===== config.mk =====
export PLATFORM = sky130hd
export DESIGN_NAME = matrix_multiply
export DESIGN_NICKNAME = d
export VERILOG_FILES = /design/src/rtl/core/mm_pkg.sv /design/src/rtl/core/mm_ram.sv /design/src/rtl/core/mm_mac.sv /design/src/rtl/core/mm_seq.sv /design/src/rtl/core/matrix_multiply.sv
export SDC_FILE = /design/constraint.sdc
export NUM_CORES = 2
export LEC_CHECK = 0
export BUFFER_PORTS_ARGS = -buffer_cell sky130_fd_sc_hd__buf_2
export CORE_MARGIN = 2
export CORE_UTILIZATION = 40
export CTS_CLUSTER_DIAMETER = 200
export CTS_CLUSTER_SIZE = 10
export DETAILED_ROUTE_END_ITERATION = 10
export HOLD_SLACK_MARGIN = 0.06
export PLACE_DENSITY_LB_ADDON = 0.15
export SLEW_MARGIN = 20
export SYNTH_ARGS = -nofsm -noshare
export SYNTH_HDL_FRONTEND = slang
export SYNTH_SLANG_ARGS = --single-unit
export TNS_END_PERCENT = 10

===== constraint.sdc =====
create_clock -name clock -period 12.4 [get_ports clock]
set_clock_uncertainty 0.1 [all_clocks]
set_input_delay 2.48 -clock clock [delete_from_list [all_inputs] [get_ports clock]]
set_output_delay 2.48 -clock clock [all_outputs]
set_load 0.005 [all_outputs]

===== src/rtl/core/mm_pkg.sv =====
`default_nettype none

package mm_pkg;

   // Element width of the operands and of the result, signed Q4.12.
   localparam int DATA_W = 16;
   // Width of one size register.
   localparam int CFG_W = 4;
   // Width of the register index on the write port.
   localparam int CSR_IDX_W = 2;
   // Full-precision product of two elements.
   localparam int PROD_W = 2 * DATA_W;
   // Accumulator: product width plus headroom for up to eight terms.
   localparam int ACC_W = PROD_W + 4;

   // Register indexes of the write port.
   typedef enum logic [CSR_IDX_W-1:0] {
      CSR_ROWS  = 2'd0,
      CSR_INNER = 2'd1,
      CSR_COLS  = 2'd2
   } csr_idx_type;

   // Request mode: which store the element goes to.
   localparam logic MODE_LEFT  = 1'b0;
   localparam logic MODE_RIGHT = 1'b1;

   // Saturation limits at accumulator and result width.
   localparam logic signed [ACC_W-1:0] ACC_HI =
      {{(ACC_W-DATA_W+1){1'b0}}, {(DATA_W-1){1'b1}}};
   localparam logic signed [ACC_W-1:0] ACC_LO =
      {{(ACC_W-DATA_W+1){1'b1}}, {(DATA_W-1){1'b0}}};
   localparam logic signed [DATA_W-1:0] DATA_HI = {1'b0, {(DATA_W-1){1'b1}}};
   localparam logic signed [DATA_W-1:0] DATA_LO = {1'b1, {(DATA_W-1){1'b0}}};

   // Control from the sequencer to the multiply-accumulate datapath.
   typedef struct packed {
      logic issue;   // Store reads of one term are issued this cycle.
      logic emit;    // The finished dot product goes to the result register.
      logic last;    // The emitted element is the final one of the matrix.
   } mac_ctl_type;

endpackage

`default_nettype wire


===== src/rtl/core/mm_ram.sv =====
`default_nettype none

module mm_ram #(
   parameter int WIDTH = 16,
   parameter int DEPTH = 64
) (
   input  wire logic                                       clock,
   input  wire logic                                       wr_en,
   input  wire logic [((DEPTH > 1) ? $clog2(DEPTH) : 1)-1:0] wr_addr,
   input  wire logic [WIDTH-1:0]                           wr_data,
   input  wire logic                                       rd_en,
   input  wire logic [((DEPTH > 1) ? $clog2(DEPTH) : 1)-1:0] rd_addr,
   output logic      [WIDTH-1:0]                           rd_data
);

   logic [WIDTH-1:0] mem [DEPTH];

   // One write port and one registered read port.
   always_ff @(posedge clock) begin
      if (wr_en) begin
         mem[wr_addr] <= wr_data;
      end
      if (rd_en) begin
         rd_data <= mem[rd_addr];
      end
   end

endmodule

`default_nettype wire


===== src/rtl/core/mm_mac.sv =====
`default_nettype none

module mm_mac #(
   parameter int FRAC_BITS = 12
) (
   input  wire logic                        clock,
   input  wire logic                        reset,
   input  wire mm_pkg::mac_ctl_type         ctl,
   input  wire logic [mm_pkg::DATA_W-1:0]   left_data,
   input  wire logic [mm_pkg::DATA_W-1:0]   right_data,
   input  wire logic                        rsp_stall,
   output logic                             rsp_valid,
   output logic signed [mm_pkg::DATA_W-1:0] rsp_product_value,
   output logic                             rsp_saturated,
   output logic                             rsp_last,
   output logic                             out_free
);

   import mm_pkg::*;

   logic                     rd_valid_ff;
   logic                     prod_valid_ff;
   logic signed [PROD_W-1:0] prod_ff;
   logic signed [PROD_W-1:0] prod_in;
   logic signed [PROD_W-1:0] term;
   logic signed [ACC_W-1:0]  acc_ff;
   logic signed [ACC_W-1:0]  acc_in;
   logic                     sat_hi;
   logic                     sat_lo;
   logic signed [DATA_W-1:0] clip_value;
   logic                     rsp_valid_ff;
   logic signed [DATA_W-1:0] rsp_value_ff;
   logic                     rsp_sat_ff;
   logic                     rsp_last_ff;

   // The result register can take a new element when it is empty or being taken.
   assign out_free = !rsp_valid_ff || !rsp_stall;

   // Multiply the two store outputs; the product is registered.
   assign prod_in = $signed(left_data) * $signed(right_data);

   // Arithmetic shift truncates toward minus infinity.
   assign term = prod_ff >>> FRAC_BITS;

   // Accumulate registered products; the emit clears the sum for the next element.
   always_comb begin
      acc_in = acc_ff;
      if (ctl.emit) begin
         acc_in = '0;
      end else if (prod_valid_ff) begin
         acc_in = acc_ff + ACC_W'(term);
      end
   end

   // Clip the dot product to the result range.
   assign sat_hi = acc_ff > ACC_HI;
   assign sat_lo = acc_ff < ACC_LO;

   always_comb begin
      if (sat_hi) begin
         clip_value = DATA_HI;
      end else if (sat_lo) begin
         clip_value = DATA_LO;
      end else begin
         clip_value = acc_ff[DATA_W-1:0];
      end
   end

   // Datapath stages and the result register.
   always_ff @(posedge clock) begin
      if (reset) begin
         rd_valid_ff   <= 1'b0;
         prod_valid_ff <= 1'b0;
         acc_ff        <= '0;
         rsp_valid_ff  <= 1'b0;
      end else begin
         rd_valid_ff   <= ctl.issue;
         prod_valid_ff <= rd_valid_ff;
         acc_ff        <= acc_in;
         if (ctl.emit) begin
            rsp_valid_ff <= 1'b1;
         end else if (!rsp_stall) begin
            rsp_valid_ff <= 1'b0;
         end
      end
      if (rd_valid_ff) begin
         prod_ff <= prod_in;
      end
      if (ctl.emit) begin
         rsp_value_ff <= clip_value;
         rsp_sat_ff   <= sat_hi || sat_lo;
         rsp_last_ff  <= ctl.last;
      end
   end

   assign rsp_valid         = rsp_valid_ff;
   assign rsp_product_value = rsp_value_ff;
   assign rsp_saturated     = rsp_sat_ff;
   assign rsp_last          = rsp_last_ff;

   // A new element never overwrites one that the receiver has not taken.
   a_emit_into_free: assert property (@(posedge clock) disable iff (reset)
      ctl.emit |-> (!rsp_valid_ff || !rsp_stall))
      else $error("result register overwritten while stalled");

   // A flagged result carries one of the two clip values.
   a_sat_value: assert property (@(posedge clock) disable iff (reset)
      (rsp_valid_ff && rsp_sat_ff) |-> (rsp_value_ff == DATA_HI || rsp_value_ff == DATA_LO))
      else $error("saturated result is not a clip value");

   // The accumulator is empty when the first term of an element arrives.
   a_acc_cleared: assert property (@(posedge clock) disable iff (reset)
      ctl.emit |=> (acc_ff == '0))
      else $error("accumulator not cleared after emit");

endmodule

`default_nettype wire


===== src/rtl/core/mm_seq.sv =====
`default_nettype none

module mm_seq #(
   parameter int MAX_DIM = 8,
   parameter int DEPTH   = MAX_DIM * MAX_DIM,
   parameter int ADDR_W  = (DEPTH > 1) ? $clog2(DEPTH) : 1
) (
   input  wire logic                           clock,
   input  wire logic                           reset,
   input  wire logic                           req_valid,
   output logic                                req_stall,
   input  wire logic                           req_mode,
   input  wire logic [mm_pkg::DATA_W-1:0]      req_value,
   input  wire logic                           csr_wr_en,
   input  wire logic [mm_pkg::CSR_IDX_W-1:0]   csr_index,
   input  wire logic [mm_pkg::CFG_W-1:0]       csr_wdata,
   input  wire logic                           out_free,
   output logic                                left_wr_en,
   output logic                                right_wr_en,
   output logic [ADDR_W-1:0]                   left_wr_addr,
   output logic [ADDR_W-1:0]                   right_wr_addr,
   output logic [mm_pkg::DATA_W-1:0]           wr_data,
   output logic                                rd_en,
   output logic [ADDR_W-1:0]                   left_rd_addr,
   output logic [ADDR_W-1:0]                   right_rd_addr,
   output mm_pkg::mac_ctl_type                 ctl
);

   import mm_pkg::*;

   localparam int CNT_W = $clog2(DEPTH + 1);
   localparam int DIM_W = $clog2(MAX_DIM + 1);

   typedef enum logic [2:0] {
      ST_IDLE,
      ST_ISSUE,
      ST_WAIT1,
      ST_WAIT2,
      ST_EMIT
   } state_type;

   state_type          state_ff, state_in;
   logic [CFG_W-1:0]   rows_ff, rows_in;
   logic [CFG_W-1:0]   inner_ff, inner_in;
   logic [CFG_W-1:0]   cols_ff, cols_in;
   logic [CNT_W-1:0]   left_count_ff, left_count_in;
   logic [CNT_W-1:0]   right_count_ff, right_count_in;
   logic [DIM_W-1:0]   i_ff, i_in;
   logic [DIM_W-1:0]   j_ff, j_in;
   logic [DIM_W-1:0]   k_ff, k_in;
   logic [ADDR_W-1:0]  row_base_ff, row_base_in;
   logic [ADDR_W-1:0]  la_ff, la_in;
   logic [ADDR_W-1:0]  ra_ff, ra_in;

   logic [DIM_W-1:0]   m;
   logic [DIM_W-1:0]   n;
   logic [DIM_W-1:0]   p;
   logic [CNT_W-1:0]   need_left;
   logic [CNT_W-1:0]   need_right;
   logic [CNT_W-1:0]   left_next;
   logic [CNT_W-1:0]   right_next;
   logic               accept;
   logic               done_now;
   logic               last_elem;

   // A size register of zero acts as one, a value above the maximum as the maximum.
   function automatic logic [DIM_W-1:0] eff_dim(input logic [CFG_W-1:0] r);
      logic [DIM_W-1:0] d;
      if (r == '0) begin
         d = DIM_W'(1);
      end else if (r > CFG_W'(MAX_DIM)) begin
         d = DIM_W'(MAX_DIM);
      end else begin
         d = DIM_W'(r);
      end
      return d;
   endfunction

   assign m = eff_dim(rows_ff);
   assign n = eff_dim(inner_ff);
   assign p = eff_dim(cols_ff);
   assign need_left  = CNT_W'(m) * CNT_W'(n);
   assign need_right = CNT_W'(n) * CNT_W'(p);

   // Requests are taken only between products.
   assign req_stall = (state_ff != ST_IDLE);
   assign accept    = req_valid && !req_stall;

   // Store writes: a load into a full store is dropped.
   assign left_wr_en    = accept && (req_mode == MODE_LEFT) && (left_count_ff < need_left);
   assign right_wr_en   = accept && (req_mode == MODE_RIGHT) && (right_count_ff < need_right);
   assign left_wr_addr  = left_count_ff[ADDR_W-1:0];
   assign right_wr_addr = right_count_ff[ADDR_W-1:0];
   assign wr_data       = req_value;

   assign left_next  = left_count_ff + CNT_W'(left_wr_en);
   assign right_next = right_count_ff + CNT_W'(right_wr_en);
   assign done_now   = accept && (left_next >= need_left) && (right_next >= need_right);

   assign last_elem = (i_ff == m - DIM_W'(1)) && (j_ff == p - DIM_W'(1));

   // Store reads walk one term of the dot product per cycle.
   assign rd_en         = (state_ff == ST_ISSUE);
   assign left_rd_addr  = la_ff;
   assign right_rd_addr = ra_ff;

   // Next-state logic of the sequencer, the counts and the size registers.
   always_comb begin
      state_in       = state_ff;
      rows_in        = rows_ff;
      inner_in       = inner_ff;
      cols_in        = cols_ff;
      left_count_in  = left_count_ff;
      right_count_in = right_count_ff;
      i_in           = i_ff;
      j_in           = j_ff;
      k_in           = k_ff;
      row_base_in    = row_base_ff;
      la_in          = la_ff;
      ra_in          = ra_ff;
      ctl            = '0;

      if (csr_wr_en) begin
         case (csr_index)
            CSR_ROWS:  rows_in  = csr_wdata;
            CSR_INNER: inner_in = csr_wdata;
            CSR_COLS:  cols_in  = csr_wdata;
            default:   ;
         endcase
      end

      case (state_ff)
         ST_IDLE: begin
            if (done_now) begin
               // Both stores are full: empty the counts and start the first element.
               left_count_in  = '0;
               right_count_in = '0;
               i_in           = '0;
               j_in           = '0;
               k_in           = '0;
               row_base_in    = '0;
               la_in          = '0;
               ra_in          = '0;
               state_in       = ST_ISSUE;
            end else begin
               left_count_in  = left_next;
               right_count_in = right_next;
            end
         end
         ST_ISSUE: begin
            ctl.issue = 1'b1;
            k_in      = k_ff + DIM_W'(1);
            la_in     = la_ff + ADDR_W'(1);
            ra_in     = ra_ff + ADDR_W'(p);
            if (k_ff == n - DIM_W'(1)) begin
               state_in = ST_WAIT1;
            end
         end
         ST_WAIT1: begin
            state_in = ST_WAIT2;
         end
         ST_WAIT2: begin
            state_in = ST_EMIT;
         end
         ST_EMIT: begin
            if (out_free) begin
               ctl.emit = 1'b1;
               ctl.last = last_elem;
               k_in     = '0;
               if (last_elem) begin
                  state_in = ST_IDLE;
               end else if (j_ff == p - DIM_W'(1)) begin
                  // Next row of the result.
                  j_in        = '0;
                  i_in        = i_ff + DIM_W'(1);
                  row_base_in = row_base_ff + ADDR_W'(n);
                  la_in       = row_base_ff + ADDR_W'(n);
                  ra_in       = '0;
                  state_in    = ST_ISSUE;
               end else begin
                  j_in     = j_ff + DIM_W'(1);
                  la_in    = row_base_ff;
                  ra_in    = ADDR_W'(j_ff + DIM_W'(1));
                  state_in = ST_ISSUE;
               end
            end
         end
         default: begin
            state_in = ST_IDLE;
         end
      endcase
   end

   // State, counts, size registers and element indexes.
   always_ff @(posedge clock) begin
      if (reset) begin
         state_ff       <= ST_IDLE;
         rows_ff        <= CFG_W'(MAX_DIM);
         inner_ff       <= CFG_W'(MAX_DIM);
         cols_ff        <= CFG_W'(MAX_DIM);
         left_count_ff  <= '0;
         right_count_ff <= '0;
      end else begin
         state_ff       <= state_in;
         rows_ff        <= rows_in;
         inner_ff       <= inner_in;
         cols_ff        <= cols_in;
         left_count_ff  <= left_count_in;
         right_count_ff <= right_count_in;
      end
      i_ff        <= i_in;
      j_ff        <= j_in;
      k_ff        <= k_in;
      row_base_ff <= row_base_in;
      la_ff       <= la_in;
      ra_ff       <= ra_in;
   end

   // The counts never pass the store depth.
   a_count_range: assert property (@(posedge clock) disable iff (reset)
      (left_count_ff <= CNT_W'(DEPTH)) && (right_count_ff <= CNT_W'(DEPTH)))
      else $error("store count beyond depth");

   // A completing request stops further requests until the product is out.
   a_stall_after_done: assert property (@(posedge clock) disable iff (reset)
      done_now |=> req_stall)
      else $error("request accepted during product");

   // While a product is computed both stores count as empty.
   a_counts_cleared: assert property (@(posedge clock) disable iff (reset)
      (state_ff != ST_IDLE) |-> (left_count_ff == '0 && right_count_ff == '0))
      else $error("counts not cleared during product");

endmodule

`default_nettype wire


===== src/rtl/core/matrix_multiply.sv =====
// Fixed-point matrix product C = A x B, signed Q4.12.
// Sizes are set through the write port: index 0 rows of A, 1 inner size,
// 2 columns of B; all reset to 8. Write them only while the block is idle.
// Requests carry one element each: req_mode 0 loads the next element of A,
// 1 the next element of B, both in row-major order. A load into a full store
// is dropped. A request is taken every cycle while no product is running.
// The request that leaves both stores full starts the product; req_stall then
// stays high until the last element of C has been placed in the result
// register. Elements of C come out in row-major order with rsp_last on the
// final one and rsp_saturated where the sum was clipped.
// Each element of C is built from one store read per term through the single
// read port of each store, then a multiply into the product register and an
// accumulate, and finally a load of the result register.
// When the receiver holds rsp_stall, the result waits in its register and the
// sequencer waits with the next element. Reset empties both stores and sets
// the sizes to 8; store contents themselves are not cleared.
`default_nettype none

module matrix_multiply #(
   parameter int MAX_DIM   = 8,
   parameter int FRAC_BITS = 12
) (
   input  wire logic                           clock,
   input  wire logic                           reset,
   input  wire logic                           req_valid,
   output logic                                req_stall,
   input  wire logic                           req_mode,
   input  wire logic signed [mm_pkg::DATA_W-1:0] req_value,
   output logic                                rsp_valid,
   input  wire logic                           rsp_stall,
   output logic signed [mm_pkg::DATA_W-1:0]    rsp_product_value,
   output logic                                rsp_saturated,
   output logic                                rsp_last,
   input  wire logic                           csr_wr_en,
   input  wire logic [mm_pkg::CSR_IDX_W-1:0]   csr_index,
   input  wire logic [mm_pkg::CFG_W-1:0]       csr_wdata
);

   import mm_pkg::*;

   localparam int DEPTH  = MAX_DIM * MAX_DIM;
   localparam int ADDR_W = (DEPTH > 1) ? $clog2(DEPTH) : 1;

   logic              left_wr_en;
   logic              right_wr_en;
   logic [ADDR_W-1:0] left_wr_addr;
   logic [ADDR_W-1:0] right_wr_addr;
   logic [DATA_W-1:0] wr_data;
   logic              rd_en;
   logic [ADDR_W-1:0] left_rd_addr;
   logic [ADDR_W-1:0] right_rd_addr;
   logic [DATA_W-1:0] left_data;
   logic [DATA_W-1:0] right_data;
   logic              out_free;
   mac_ctl_type       ctl;

   // Load handling, size registers and the element sequencer.
   mm_seq #(
      .MAX_DIM (MAX_DIM),
      .DEPTH   (DEPTH),
      .ADDR_W  (ADDR_W)
   ) u_seq (
      .clock         (clock),
      .reset         (reset),
      .req_valid     (req_valid),
      .req_stall     (req_stall),
      .req_mode      (req_mode),
      .req_value     (req_value),
      .csr_wr_en     (csr_wr_en),
      .csr_index     (csr_index),
      .csr_wdata     (csr_wdata),
      .out_free      (out_free),
      .left_wr_en    (left_wr_en),
      .right_wr_en   (right_wr_en),
      .left_wr_addr  (left_wr_addr),
      .right_wr_addr (right_wr_addr),
      .wr_data       (wr_data),
      .rd_en         (rd_en),
      .left_rd_addr  (left_rd_addr),
      .right_rd_addr (right_rd_addr),
      .ctl           (ctl)
   );

   // Store of the left matrix.
   mm_ram #(
      .WIDTH (DATA_W),
      .DEPTH (DEPTH)
   ) u_left_ram (
      .clock   (clock),
      .wr_en   (left_wr_en),
      .wr_addr (left_wr_addr),
      .wr_data (wr_data),
      .rd_en   (rd_en),
      .rd_addr (left_rd_addr),
      .rd_data (left_data)
   );

   // Store of the right matrix.
   mm_ram #(
      .WIDTH (DATA_W),
      .DEPTH (DEPTH)
   ) u_right_ram (
      .clock   (clock),
      .wr_en   (right_wr_en),
      .wr_addr (right_wr_addr),
      .wr_data (wr_data),
      .rd_en   (rd_en),
      .rd_addr (right_rd_addr),
      .rd_data (right_data)
   );

   // Multiply, accumulate, clip and hold the result.
   mm_mac #(
      .FRAC_BITS (FRAC_BITS)
   ) u_mac (
      .clock             (clock),
      .reset             (reset),
      .ctl               (ctl),
      .left_data         (left_data),
      .right_data        (right_data),
      .rsp_stall         (rsp_stall),
      .rsp_valid         (rsp_valid),
      .rsp_product_value (rsp_product_value),
      .rsp_saturated     (rsp_saturated),
      .rsp_last          (rsp_last),
      .out_free          (out_free)
   );

endmodule

`default_nettype wire

==> run_results.csv <==
group,metric,value,unit
global_routing,grt_usage,0.199,
worst_setup_path,reg2reg_from,"u_seq.inner_ff[3]$_SDFFE_PP1P_",
placed_design,pre_cts_slack,4.27,ns
timing,relSlewSlack,0.263,
pwr,p_per_area,245,mW/mm²
timing,hold_violations,0,
die,io_pins,48,
cts,clk_latency,0.87,ns
layout,drive_gt1_frac,0.227,
cts,cts_tree,"built",
worst_hold_path,hold_path.startpoint,"u_mac.acc_ff[33]$_SDFFE_PP0P_",
logic_synthesis,synth_cell_types,71,
logic_synthesis,ys_warn_count,0,
cts,clk_pin_slew,0.06,ns
worst_hold_path,hold_path.class,"flip-flop to flip-flop",
logic_synthesis,syn_inst,5025,
global_routing,grt_util_met2,0.308,
detailed_routing,first_iter_violations,4796,
pwr,swShare,0.355,
pwr,pwr-share-clk,0.233,
timing,period_minus_slack,8.17,ns
die,initial_core_util,0.403,
cts,cts_sinks,2216,
cts,cts_inserted_buffers,239,
layout,stdcell_area,0.109,mm²
placed_design,port_buffers,47,
logic_synthesis,synth_area,0.0972,mm²
worst_setup_path,cp-start-kind,"flip-flop",
pwr,seqPwrFrac,0.338,
worst_setup_path,reg2reg_to,"u_seq.right_rd_addr[5]$_DFFE_PP_",
placed_design,place.gp.congestion,0.780,
worst_setup_path,r2r_cells,26,
global_routing,grt_pass1_vias,48877,
pwr,cell_internal_pwr,17.2,mW
detailed_routing,drc,0,
detailed_routing,wl_per_cell,28.8,µm
cts,cts_max_path_buffers,3,
worst_hold_path,min_to,"u_mac.acc_ff[33]$_SDFFE_PP0P_",
timing,slew_viol_final,0,
pwr,combPwrFrac,0.429,
worst_setup_path,cp_max_fo,12,
logic_synthesis,synth.top_cell.area_share,0.664,
logic_synthesis,synthTopCellsByArea,"edfxtp_1 (66%), mux4_2 (16%), fa_1 (5.6%)",
global_routing,grt_max_degree,132,
logic_synthesis,yosys.area.top_type,"edfxtp_1",
pwr,vdd.ir_drop.worst,0.000686,V
worst_setup_path,r2r_setup_slack,4.23,ns
logic_synthesis,synth_area_per_cell,19.3,µm²
global_routing,grt_pass1_wl,355000,µm
worst_setup_path,critical_path_required,12.79,ns
timing,rsz0062_at_grt,"false",
global_routing,grt_use_met1,0.301,
worst_setup_path,critPathCaptureType,"flip-flop",
global_routing,antenna_found_initial,37,
detailed_routing,firstDrtPassIters,5,
logic_synthesis,ys_ff_latch,2216,
pwr,power.leakage,36.0,nW
cts,cts_root_buf,"clkbuf_16",
die,rows,180,
flow_run,maxCapViolCount,0,
die,die_y,497,µm
worst_setup_path,timing_worst_setup_path_type,"flip-flop to flip-flop",
worst_setup_path,crit_arrival,8.56,ns
worst_hold_path,worst_hold_path.num_cells,2,
timing,tns,0,ns
cts,cts-resized-gates,0,
die,die_w,497,µm
layout,syn_to_final_growth,11.8,%
die,die_area,0.247,mm²
logic_synthesis,synth_edf_count,2148,
detailed_routing,wirelength,245000,µm
detailed_routing,viasPerCell,5.58,
die,core,0.241,mm²
logic_synthesis,synth_flop_cell,"edfxtp_1",
timing,finalSetupViolCount,0,
timing,finalWorstSetupSlack,4.23,ns
timing,finalCritPeriodShare,0.659,
timing,tightest_slew,1.11,ns
detailed_routing,vias,47523,
logic_synthesis,ys_seq_area_frac,0.678,
placed_design,place_area,0.102,mm²
timing,fmax,122,MHz
logic_synthesis,synth_fp_nets,5498,
pwr,p_switching,9.45,mW
cts,htreeDepth,4,
placed_design,hpwl,148000,µm
cts,cts_hold_buffers,0,
global_routing,busiest_layer,"met2",
layout,final_nets,5743,
status,status,"finished, final reports clean",
detailed_routing,final_antenna_net_count,0,
global_routing,grt_overflow,0,
logic_synthesis,synthArstFlopShare,0,
global_routing,met3_usage,0.0283,
cts,cts_setup_buffers,0,
==> area by class of cell <==
cell class | instances | area, µm²
antenna | 8 | 20.0
clock buffer | 280 | 6160
clock inverter | 12 | 267
fill | 20578 | 132000
inverter | 311 | 1170
multi-input combinational | 2270 | 29400
sequential | 2216 | 65900
tap | 3185 | 3990
timing repair buffer | 232 | 1780
==> synthesized netlist by cell type, types with 34 or more instances <==
master,number
inv_1,309
o21ai_0,36
clkbuf_1,161
a21o_1,34
mux2i_1,41
ha_1,173
xnor2_1,68
edfxtp_1,2148
a21oi_1,63
and2_1,102
fa_1,272
nor2_1,257
xor2_1,43
mux4_2,672
buf_1,64
dfxtp_1,68
nand2_1,239
==> layout by cell type (no fill, tap or decap), types with 68 or more instances in the layout <==
cell / instances
ha_1: 173
buf_4: 192
nand2_1: 239
fa_1: 272
and2_1: 102
nor2_1: 249
inv_1: 308
xnor2_1: 68
mux4_2: 672
edfxtp_1: 2148
clkbuf_16: 240
==> worst max-delay path by stage <==
stage,from,endpoint
after floorplan,u_seq.inner_ff[3]$_SDFFE_PP1P_,u_seq.left_rd_addr[0]$_DFFE_PP_
after global placement,u_seq.inner_ff[3]$_SDFFE_PP1P_,u_seq.right_rd_addr[3]$_DFFE_PP_
after detailed placement,u_seq.inner_ff[3]$_SDFFE_PP1P_,u_seq.right_rd_addr[4]$_DFFE_PP_
after CTS,u_seq.inner_ff[3]$_SDFFE_PP1P_,u_seq.left_rd_addr[1]$_DFFE_PP_
after global routing,u_seq.inner_ff[3]$_SDFFE_PP1P_,u_seq.left_rd_addr[1]$_DFFE_PP_
final,u_seq.inner_ff[3]$_SDFFE_PP1P_,u_seq.right_rd_addr[5]$_DFFE_PP_
==> per-stage QoR <==
stage                     instances  hold slack [ns]  power, mW   util
after floorplan                5025            0.348       17.4      -
after global placement         8213            0.385       20.8  0.424
after detailed placement       8213            0.394       20.8  0.424
after CTS                      8505            0.403       27.1  0.451
after global routing           8508            0.430       28.6  0.451
final                          8514            0.401       26.6  0.451
==> power groups by stage <==
stage	Combinational (mW)	Sequential, mW	Clock (mW)
after floorplan	8.33	9.05	0
after global placement	11.7	9.14	0
after detailed placement	11.7	9.14	0
after CTS	11.8	8.99	6.38
after global routing	13.0	9.00	6.63
final	11.4	8.98	6.21
==> registers in the layout, summed over array words and instances, names as in the netlist, 3 cells and up <==
signal                   flops
u_left_ram.mem            1024
u_right_ram.mem           1024
u_mac.acc_ff                36
u_mac.prod_ff               20
u_left_ram.rd_data          16
u_mac.rsp_product_value     16
u_right_ram.rd_data         16
u_seq.left_count_ff          7
u_seq.right_count_ff         7
u_seq.left_rd_addr           6
u_seq.right_rd_addr          6
u_seq.row_base_ff            6
u_seq.cols_ff                4
u_seq.i_ff                   4
u_seq.inner_ff               4
u_seq.j_ff                   4
u_seq.k_ff                   4
u_seq.rows_ff                4
u_seq.state_ff               3
==> worst max-delay path, cell delays in order (launching register included) <==
cell and delay [ns]:
dfxtp_1 0.37, inv_1 0.22, nand2_1 0.20, inv_1 0.23, nand2_1 0.11, fa_1 0.55, inv_1 0.06, fa_1 0.49
fa_1 0.52, inv_1 0.07, ha_1 0.27, o21a_1 0.10, o21a_1 0.17, o221a_2 0.28, a311oi_4 0.53, ha_1 0.27
ha_1 0.25, ha_1 0.29, a21o_1 0.11, a21o_1 0.12, a21o_1 0.11, a21oi_1 0.06, o21ai_0 0.18, a21oi_1 0.11
o41ai_1 0.70, o21ai_0 0.42, nor3_2 0.89
==> logic make-up after synthesis <==
kind of cell,Yosys count,share of synthesized area
multiplexers,714,0.160
AND/OR/NAND/NOR,771,0.0370
adder cells (fa/ha/maj),446,0.0784
XOR/XNOR,111,0.0100
flip-flops,2216,0.678
AO/OA/AOI/OAI,228,0.0159
buffers and inverters,539,0.0209
==> layer usage <==
layer	routed length, µm	up-vias
met5	8	-
met4	3830	2
met3	13200	275
met2	114000	1284
met1	114000	25865
li1	-	20097
Power figures use the tool's default switching activity.
